**src/rtl/ppurs_pkg.sv**
```systemverilog
package ppurs_pkg;

    localparam int OAM_BYTES_DEF = 256;

    typedef enum logic [3:0] {
        FN_READ      = 4'd0,
        FN_WRITE     = 4'd1,
        FN_PEEK      = 4'd2,
        FN_INC_X     = 4'd3,
        FN_INC_Y     = 4'd4,
        FN_XFER_X    = 4'd5,
        FN_XFER_Y    = 4'd6,
        FN_VBL_START = 4'd7,
        FN_VBL_END   = 4'd8
    } func_t;

    typedef logic [2:0] reg_sel_t;

    localparam reg_sel_t REG_CTRL     = 3'd0;
    localparam reg_sel_t REG_MASK     = 3'd1;
    localparam reg_sel_t REG_STATUS   = 3'd2;
    localparam reg_sel_t REG_OAM_ADDR = 3'd3;
    localparam reg_sel_t REG_OAM_DATA = 3'd4;
    localparam reg_sel_t REG_SCROLL   = 3'd5;
    localparam reg_sel_t REG_ADDR     = 3'd6;
    localparam reg_sel_t REG_DATA     = 3'd7;

    localparam logic [13:0] PALETTE_BASE  = 14'h3F00;
    localparam logic [4:0]  COARSE_Y_LAST = 5'd29;
    localparam logic [4:0]  COARSE_MAX    = 5'd31;
    localparam logic [2:0]  FINE_Y_MAX    = 3'd7;
    localparam logic [14:0] STEP_ACROSS   = 15'd1;
    localparam logic [14:0] STEP_DOWN     = 15'd32;

    function automatic logic [14:0] scroll_inc_x(input logic [14:0] v);
        logic [14:0] r;
        r = v;
        if (v[4:0] == COARSE_MAX)
        begin
            r[4:0] = 5'd0;
            r[10]  = ~v[10];
        end
        else
        begin
            r[4:0] = v[4:0] + 5'd1;
        end
        return r;
    endfunction

    function automatic logic [14:0] scroll_inc_y(input logic [14:0] v);
        logic [14:0] r;
        logic [4:0]  cy;
        r  = v;
        cy = v[9:5];
        if (v[14:12] != FINE_Y_MAX)
        begin
            r[14:12] = v[14:12] + 3'd1;
        end
        else
        begin
            r[14:12] = 3'd0;
            if (cy == COARSE_Y_LAST)
            begin
                cy    = 5'd0;
                r[11] = ~v[11];
            end
            else if (cy == COARSE_MAX)
            begin
                cy = 5'd0;
            end
            else
            begin
                cy = cy + 5'd1;
            end
            r[9:5] = cy;
        end
        return r;
    endfunction

endpackage

```
**src/rtl/ppu_register_and_scroll_port.sv**
```systemverilog
// A result is presented in the cycle after its request is accepted. One request
// per cycle while out_stall holds no result; a new request is taken while the
// output register drains; the only memory is the OAM array, read registered.
// Reset clears control, mask, status, OAM index, toggle, read buffer, both
// addresses and fine X. OAM contents are not cleared.
module ppu_register_and_scroll_port #(
    parameter int OAM_BYTES = ppurs_pkg::OAM_BYTES_DEF
) (
    input  logic        clk,
    input  logic        rst_n,
    input  logic        in_valid,
    output logic        in_stall,
    input  logic [3:0]  func,
    input  logic [2:0]  reg_select,
    input  logic [7:0]  write_data,
    input  logic [7:0]  vram_read_data,
    output logic        out_valid,
    input  logic        out_stall,
    output logic [7:0]  read_data,
    output logic        vram_write_enable,
    output logic [13:0] vram_write_address,
    output logic [7:0]  vram_write_data,
    output logic [14:0] vram_address_now,
    output logic [2:0]  fine_x_now,
    output logic        nmi_request
);
    import ppurs_pkg::*;

    localparam int OAM_AW = $clog2(OAM_BYTES);

    logic        in_accept;
    func_t       fn;

    logic [7:0]  control_reg, control_next;
    logic [7:0]  mask_reg, mask_next;
    logic [7:0]  status_reg, status_next;
    logic [7:0]  oam_index_reg, oam_index_next;
    logic        toggle_reg, toggle_next;
    logic [7:0]  rbuf_reg, rbuf_next;
    logic [14:0] v_reg, v_next;
    logic [14:0] t_reg, t_next;
    logic [2:0]  fine_x_reg, fine_x_next;

    logic [7:0]  rd;
    logic        oam_sel;
    logic        oam_wr;
    logic        we;
    logic [13:0] wa;
    logic [7:0]  wdat;
    logic        nmi;
    logic        render_on;
    logic [14:0] v_step;
    logic [7:0]  oam_q;

    logic        out_valid_reg, out_valid_next;
    logic [7:0]  rd_reg;
    logic        oam_sel_reg;
    logic        we_reg;
    logic [13:0] wa_reg;
    logic [7:0]  wdat_reg;
    logic [14:0] v_now_reg;
    logic [2:0]  fx_now_reg;
    logic        nmi_reg;

    assign in_stall  = out_valid_reg & out_stall;
    assign in_accept = in_valid & ~in_stall;
    assign fn        = func_t'(func);
    assign render_on = mask_reg[3] | mask_reg[4];
    assign v_step    = 15'(v_reg + (control_reg[2] ? STEP_DOWN : STEP_ACROSS));

    always_comb
    begin
        control_next   = control_reg;
        mask_next      = mask_reg;
        status_next    = status_reg;
        oam_index_next = oam_index_reg;
        toggle_next    = toggle_reg;
        rbuf_next      = rbuf_reg;
        v_next         = v_reg;
        t_next         = t_reg;
        fine_x_next    = fine_x_reg;
        rd             = 8'd0;
        oam_sel        = 1'b0;
        oam_wr         = 1'b0;
        we             = 1'b0;
        wa             = 14'd0;
        wdat           = 8'd0;
        nmi            = 1'b0;
        unique case (fn)
            FN_READ:
            begin
                unique case (reg_select)
                    REG_DATA:
                    begin
                        rd        = (v_reg[13:0] >= PALETTE_BASE) ? vram_read_data : rbuf_reg;
                        rbuf_next = vram_read_data;
                        v_next    = v_step;
                    end
                    REG_STATUS:
                    begin
                        rd             = {status_reg[7:5], rbuf_reg[4:0]};
                        status_next[7] = 1'b0;
                        toggle_next    = 1'b0;
                    end
                    REG_OAM_DATA:
                    begin
                        oam_sel = 1'b1;
                    end
                    default:
                    begin
                        rd = 8'd0;
                    end
                endcase
            end
            FN_WRITE:
            begin
                unique case (reg_select)
                    REG_DATA:
                    begin
                        we     = 1'b1;
                        wa     = v_reg[13:0];
                        wdat   = write_data;
                        v_next = v_step;
                    end
                    REG_CTRL:
                    begin
                        control_next  = write_data;
                        t_next[11:10] = write_data[1:0];
                    end
                    REG_MASK:
                    begin
                        mask_next = write_data;
                    end
                    REG_OAM_ADDR:
                    begin
                        oam_index_next = write_data;
                    end
                    REG_OAM_DATA:
                    begin
                        oam_wr         = 1'b1;
                        oam_index_next = oam_index_reg + 8'd1;
                    end
                    REG_SCROLL:
                    begin
                        if (!toggle_reg)
                        begin
                            fine_x_next = write_data[2:0];
                            t_next[4:0] = write_data[7:3];
                            toggle_next = 1'b1;
                        end
                        else
                        begin
                            t_next[14:12] = write_data[2:0];
                            t_next[9:5]   = write_data[7:3];
                            toggle_next   = 1'b0;
                        end
                    end
                    REG_ADDR:
                    begin
                        if (!toggle_reg)
                        begin
                            t_next[14]   = 1'b0;
                            t_next[13:8] = write_data[5:0];
                            toggle_next  = 1'b1;
                        end
                        else
                        begin
                            t_next[7:0] = write_data;
                            v_next      = {t_reg[14:8], write_data};
                            toggle_next = 1'b0;
                        end
                    end
                    default:
                    begin
                        rd = 8'd0;
                    end
                endcase
            end
            FN_PEEK:
            begin
                unique case (reg_select)
                    REG_CTRL:     rd = control_reg;
                    REG_MASK:     rd = mask_reg;
                    REG_STATUS:   rd = status_reg;
                    REG_OAM_DATA: oam_sel = 1'b1;
                    default:      rd = 8'd0;
                endcase
            end
            FN_INC_X:
            begin
                if (render_on)
                begin
                    v_next = scroll_inc_x(v_reg);
                end
            end
            FN_INC_Y:
            begin
                if (render_on)
                begin
                    v_next = scroll_inc_y(v_reg);
                end
            end
            FN_XFER_X:
            begin
                if (render_on)
                begin
                    v_next[10]  = t_reg[10];
                    v_next[4:0] = t_reg[4:0];
                end
            end
            FN_XFER_Y:
            begin
                if (render_on)
                begin
                    v_next[14:11] = t_reg[14:11];
                    v_next[9:5]   = t_reg[9:5];
                end
            end
            FN_VBL_START:
            begin
                status_next[7] = 1'b1;
                nmi            = control_reg[7];
            end
            FN_VBL_END:
            begin
                status_next[7:5] = 3'b000;
            end
            default:
            begin
                rd = 8'd0;
            end
        endcase
    end

    ppurs_oam_mem #(
        .DEPTH (OAM_BYTES)
    ) u_oam (
        .clk     (clk),
        .wr_en   (in_accept & oam_wr),
        .wr_addr (oam_index_reg[OAM_AW-1:0]),
        .wr_data (write_data),
        .rd_en   (in_accept & oam_sel),
        .rd_addr (oam_index_reg[OAM_AW-1:0]),
        .rd_data (oam_q)
    );

    assign out_valid_next = in_accept | (out_valid_reg & out_stall);

    always_ff @(posedge clk or negedge rst_n)
    begin
        if (!rst_n)
        begin
            control_reg   <= 8'd0;
            mask_reg      <= 8'd0;
            status_reg    <= 8'd0;
            oam_index_reg <= 8'd0;
            toggle_reg    <= 1'b0;
            rbuf_reg      <= 8'd0;
            v_reg         <= 15'd0;
            t_reg         <= 15'd0;
            fine_x_reg    <= 3'd0;
            out_valid_reg <= 1'b0;
        end
        else
        begin
            out_valid_reg <= out_valid_next;
            if (in_accept)
            begin
                control_reg   <= control_next;
                mask_reg      <= mask_next;
                status_reg    <= status_next;
                oam_index_reg <= oam_index_next;
                toggle_reg    <= toggle_next;
                rbuf_reg      <= rbuf_next;
                v_reg         <= v_next;
                t_reg         <= t_next;
                fine_x_reg    <= fine_x_next;
            end
        end
    end

    always_ff @(posedge clk)
    begin
        if (in_accept)
        begin
            rd_reg      <= rd;
            oam_sel_reg <= oam_sel;
            we_reg      <= we;
            wa_reg      <= wa;
            wdat_reg    <= wdat;
            v_now_reg   <= v_next;
            fx_now_reg  <= fine_x_next;
            nmi_reg     <= nmi;
        end
    end

    assign out_valid          = out_valid_reg;
    assign read_data          = oam_sel_reg ? oam_q : rd_reg;
    assign vram_write_enable  = we_reg;
    assign vram_write_address = wa_reg;
    assign vram_write_data    = wdat_reg;
    assign vram_address_now   = v_now_reg;
    assign fine_x_now         = fx_now_reg;
    assign nmi_request        = nmi_reg;

    a_accept_gives_result: assert property (@(posedge clk) disable iff (!rst_n)
        in_accept |=> out_valid_reg)
        else $error("accepted request produced no result");

    a_status_read_clears_toggle: assert property (@(posedge clk) disable iff (!rst_n)
        (in_accept && fn == FN_READ && reg_select == REG_STATUS) |=> !toggle_reg)
        else $error("status read did not clear write toggle");

    a_vblank_sets_status: assert property (@(posedge clk) disable iff (!rst_n)
        (in_accept && fn == FN_VBL_START) |=> status_reg[7])
        else $error("vblank start did not set status");

    a_oam_write_advances: assert property (@(posedge clk) disable iff (!rst_n)
        (in_accept && fn == FN_WRITE && reg_select == REG_OAM_DATA)
        |=> oam_index_reg == 8'($past(oam_index_reg) + 8'd1))
        else $error("OAM data write did not advance index");

endmodule

```
**src/rtl/ppurs_oam_mem.sv**
```systemverilog
module ppurs_oam_mem #(
    parameter int DEPTH = ppurs_pkg::OAM_BYTES_DEF,
    parameter int AW    = $clog2(DEPTH)
) (
    input  logic          clk,
    input  logic          wr_en,
    input  logic [AW-1:0] wr_addr,
    input  logic [7:0]    wr_data,
    input  logic          rd_en,
    input  logic [AW-1:0] rd_addr,
    output logic [7:0]    rd_data
);

    logic [7:0] oam_mem [DEPTH];
    logic [7:0] rd_data_reg;

    always_ff @(posedge clk)
    begin
        if (wr_en)
        begin
            oam_mem[wr_addr] <= wr_data;
        end
    end

    always_ff @(posedge clk)
    begin
        if (rd_en)
        begin
            rd_data_reg <= oam_mem[rd_addr];
        end
    end

    assign rd_data = rd_data_reg;

endmodule
```
**config.mk**
```make
export PLATFORM = sky130hd
export DESIGN_NAME = ppu_register_and_scroll_port
export DESIGN_NICKNAME = d
export VERILOG_FILES = /design/src/rtl/ppurs_pkg.sv /design/src/rtl/ppu_register_and_scroll_port.sv /design/src/rtl/ppurs_oam_mem.sv
export SDC_FILE = /design/constraint.sdc
export NUM_CORES = 2
export LEC_CHECK = 0
export BUFFER_PORTS_ARGS = -buffer_cell sky130_fd_sc_hd__buf_2
export CAP_MARGIN = 20
export CORE_ASPECT_RATIO = 2
export CORE_MARGIN = 2
export CORE_UTILIZATION = 29
export CTS_CLUSTER_DIAMETER = 60
export DETAILED_ROUTE_END_ITERATION = 8
export PLACE_DENSITY = 0.45
export SETUP_SLACK_MARGIN = 0.4
export SKIP_LAST_GASP = 1
export SYNTH_ARGS = -nofsm -noshare
export SYNTH_HDL_FRONTEND = slang
export SYNTH_SLANG_ARGS = --single-unit
```
**constraint.sdc**
```tcl
create_clock -name clk -period 4.1 [get_ports clk]
set_input_delay 0.41 -clock clk [delete_from_list [all_inputs] [get_ports clk]]
set_output_delay 0.41 -clock clk [all_outputs]
set_load 0.01 [all_outputs]
```
==> metrics.txt <==
# TYPE chip_impl_metric gauge
chip_impl_info{name="run_status",value="finished clean"} 1
chip_impl_info{name="yosysTopAreaCell",value="edfxtp_1"} 1
chip_impl_metric{name="synthArstFlopShare",unit=""} 0.0313
chip_impl_info{name="rsz_0062_raised_after_global_routing",value="false"} 1
chip_impl_metric{name="io_pins",unit=""} 79
chip_impl_metric{name="dp.final_hpwl",unit="um"} 221000
chip_impl_metric{name="drtPass1Iterations",unit=""} 6
chip_impl_metric{name="power_leakage",unit="nW"} 33.5
chip_impl_info{name="crit_type",value="register to register"} 1
chip_impl_metric{name="maxCapViolations",unit=""} 0
chip_impl_metric{name="grt_remaining_overflow",unit=""} 0
chip_impl_metric{name="grt_pass1_wl",unit="um"} 429000
chip_impl_metric{name="slew_viol_final",unit=""} 0
chip_impl_info{name="critical_path.cell_chain",value="and2_4, buf_12, buf_4, a22oi_1, a22oi_1, o221ai_1, nor4_1, nand4_1"} 1
chip_impl_metric{name="die_area",unit="sq mm"} 0.305
chip_impl_metric{name="row_count",unit=""} 284
chip_impl_metric{name="holdPathStages",unit=""} 3
chip_impl_metric{name="numCtsBuffers",unit=""} 194
chip_impl_metric{name="finalClockSkew",unit="ns"} 0.0473
chip_impl_metric{name="synth.net_count",unit=""} 4596
chip_impl_metric{name="drt_first_iter_violations",unit=""} 3984
chip_impl_metric{name="drive_gt1_frac",unit=""} 0.283
chip_impl_metric{name="largest_register_ff_count",unit=""} 2048
chip_impl_metric{name="cts_buffer_depth",unit=""} 4
chip_impl_info{name="r2r-end",value="u_oam.rd_data[2]$_DFFE_PP_"} 1
chip_impl_metric{name="avgViaCountPerCell",unit=""} 5.16
chip_impl_info{name="critical_path.reg2reg.startpoint",value="oam_index_reg[3]$_DFFE_PN0P_"} 1
chip_impl_metric{name="yosysWarnings",unit=""} 0
chip_impl_metric{name="vias",unit=""} 48023
chip_impl_metric{name="detail-route-antenna-nets",unit=""} 0
chip_impl_metric{name="timing.final.crit_period",unit="ns"} 3.62
chip_impl_metric{name="utilization_after_layout",unit=""} 0.343
chip_impl_info{name="hold_path_end",value="rd_reg[7]$_DFFE_PP_"} 1
chip_impl_metric{name="cts.sink_count",unit=""} 2175
chip_impl_metric{name="nets",unit=""} 5197
chip_impl_info{name="root_driver",value="clkbuf_16"} 1
chip_impl_metric{name="clock_insertion_delay_worst_skew",unit="ns"} 0.89
chip_impl_info{name="timing.critical_path.from_type",value="register"} 1
chip_impl_info{name="post-synth-top-count-cell",value="edfxtp_1"} 1
chip_impl_metric{name="worst_slew_margin_rel",unit=""} 0.0926
chip_impl_metric{name="grt_antenna_before_repair",unit=""} 13
chip_impl_info{name="endpoint_kind",value="register"} 1
chip_impl_metric{name="cts.reportedPaths.clkPinSlew",unit="ns"} 0.07
chip_impl_metric{name="synth.avg_cell_area",unit="sq um"} 19.1
chip_impl_metric{name="synth.distinct_cells",unit=""} 80
chip_impl_metric{name="number_of_enable_flip_flop_cells_after_synthesis",unit=""} 2107
chip_impl_info{name="clock_tree_from_tritoncts",value="built"} 1
chip_impl_metric{name="routabilityCongestion",unit=""} 0.965
chip_impl_metric{name="worst_r2r_path_cells",unit=""} 8
chip_impl_metric{name="powerDensity",unit="mW/mm^2"} 497
chip_impl_metric{name="setup-violations-final",unit=""} 0
chip_impl_metric{name="max_freq",unit="MHz"} 276
chip_impl_metric{name="floorplan.die.width",unit="um"} 391
chip_impl_metric{name="worst-endpoint-arrival",unit="ns"} 4.36
chip_impl_info{name="predominant_post_synthesis_flop_cell",value="edfxtp_1"} 1
chip_impl_metric{name="path_max_fanout",unit=""} 18
chip_impl_metric{name="largest_net_degree_at_the_start_of_global_routing",unit=""} 150
chip_impl_metric{name="layout-area-overhead-vs-synth",unit="%"} 17.7
chip_impl_metric{name="regToRegSetupSlack",unit="ns"} 0.48
chip_impl_metric{name="yosys_register_bits",unit=""} 2175
chip_impl_metric{name="wl",unit="um"} 317000
chip_impl_info{name="crit_top_cell",value="a22oi_1"} 1
chip_impl_metric{name="grt_pass1_vias",unit=""} 49897
chip_impl_metric{name="finalPower",unit="mW"} 50.9
chip_impl_metric{name="final_min_period_over_clock_period",unit=""} 0.884
chip_impl_metric{name="wl_per_cell",unit="um"} 34.0
chip_impl_metric{name="critical_path.max_stage_delay",unit="ns"} 1.02
chip_impl_info{name="synth_cell_count_leaders",value="edfxtp_1, mux4_2, nor2_1"} 1
chip_impl_metric{name="initial_utilization",unit=""} 0.291
chip_impl_metric{name="finalHoldViolCount",unit=""} 0
chip_impl_info{name="holdCritStartpoint",value="reg_select[1]"} 1
chip_impl_metric{name="grt.total_usage",unit=""} 0.205
chip_impl_metric{name="yosysSeqAreaShare",unit=""} 0.747
chip_impl_metric{name="port_buffers",unit=""} 78
chip_impl_metric{name="synthesis.area",unit="sq mm"} 0.0870
chip_impl_metric{name="post_synth_inst_count",unit=""} 4554
chip_impl_metric{name="cts.htree.levels",unit=""} 4
chip_impl_metric{name="crit_required",unit="ns"} 4.84
chip_impl_metric{name="die_h",unit="um"} 778
chip_impl_metric{name="yosysTopAreaCellShare",unit=""} 0.728
chip_impl_metric{name="drc",unit=""} 0
chip_impl_info{name="largest-register",value="u_oam.oam_mem"} 1
chip_impl_info{name="crit_slowest_cell",value="a22oi_1"} 1
chip_impl_metric{name="core-area",unit="sq mm"} 0.299
chip_impl_metric{name="vdd_ir_drop_max",unit="mV"} 0.331
chip_impl_info{name="hp-class",value="primary input to register"} 1
chip_impl_info{name="ys_top_cells_by_area",value="edfxtp_1, mux4_2, mux2i_1"} 1
chip_impl_metric{name="worst_slew_pin_slew",unit="ns"} 1.36
## cell families after synthesis
family / count (synthesis) / share of synthesized area
flip-flops: 2175 / 0.747
adder cells (fa/ha/maj): 15 / 0.00216
AO/OA/AOI/OAI: 504 / 0.0402
AND/OR/NAND/NOR: 849 / 0.0463
buffers and inverters: 313 / 0.0192
XOR/XNOR: 3 / 0.000302
multiplexers: 695 / 0.145
## per-stage QoR
stage	TNS, ns	instances	instance area, sq um	worst slack, ns	hold slack (ns)
after floorplan	0	4554	87000	1.24	0.114
after global placement	-0.0314	8943	96000	-0.0314	0.455
after detailed placement	0	8944	96000	0.0000222	0.465
after CTS	0	9307	102000	0.486	0.0291
after global routing	0	9309	102000	0.424	0.0690
final	0	9314	102000	0.477	0.0746
## critical path: cells and delay by family, from the launching register on
family / cells / cell delay, ns
AOI/OAI and AO/OA: 3 / 1.84
buffers and inverters: 2 / 0.38
and+or+nand+nor: 3 / 0.56
DFF: 1 / 0.65
## worst max path at each step
stage | from | depth (start not counted) | endpoint | slack [ns]
3_3_place_gp | oam_index_reg[0]$_DFFE_PN0P_ | 10 | u_oam.rd_data[7]$_DFFE_PP_ | -0.03
5_1_grt | oam_index_reg[0]$_DFFE_PN0P_ | 10 | u_oam.rd_data[7]$_DFFE_PP_ | 0.42
4_1_cts | oam_index_reg[0]$_DFFE_PN0P_ | 10 | u_oam.rd_data[3]$_DFFE_PP_ | 0.49
2_1_floorplan | out_valid$_DFF_PN0_ | 6 | v_reg[14]$_DFFE_PN0P_ | 1.24
6_report | oam_index_reg[3]$_DFFE_PN0P_ | 8 | u_oam.rd_data[2]$_DFFE_PP_ | 0.48
3_5_place_dp | oam_index_reg[0]$_DFFE_PN0P_ | 9 | u_oam.rd_data[3]$_DFFE_PP_ | 0.00002
## cell type report
type	instances	area, sq um
diodes	6	15.0
clock buffers	240	5090
clock inverters	105	1060
fillers	28365	196000
inverters	22	85.1
multi-input cells	2066	20400
flip-flops and latches	2175	65000
well taps	4004	5010
repair buffers	696	5690
## metal layers
layer,share of wire,global-route usage,wire [um],vias up
met5,0.000038,0.000158,12,-
met3,0.041,0.0227,13000,637
li1,-,-,-,19813
met4,0.084,0.147,26500,2
met1,0.32,0.204,103000,25877
met2,0.55,0.392,175000,1694
## where the power goes
group          internal, mW  total, mW  switching [mW]  leakage, nW
registers              24.5       24.8           0.307         19.9
clock network          10.0       18.5            8.42         2.98
logic                  2.79       7.63            4.84         10.6
## cells in the final DEF (no fill, tap or decap), types with 41 or more instances in the layout
master and n:
edfxtp_1 2107, buf_4 559, mux4_2 444, nor2_1 334, mux2i_1 198, clkbuf_16 195
nand2_1 180, a22oi_1 137, a21oi_1 91, nand3_1 80, buf_2 70, dfrtp_1 61
o21ai_0 55, mux2_2 53, nand4_1 46, buf_12 44, clkbuf_1 41
## what timing repair did
item | in CTS | in global routing
endpoints found under the hold margin | 95 | 0
setup buffers | 4 | 0
hold buffers | 14 | 0
gates resized for setup | 3 | 0
endpoints found under the setup margin | 8 | 0
Power figures use the tool's default switching activity.
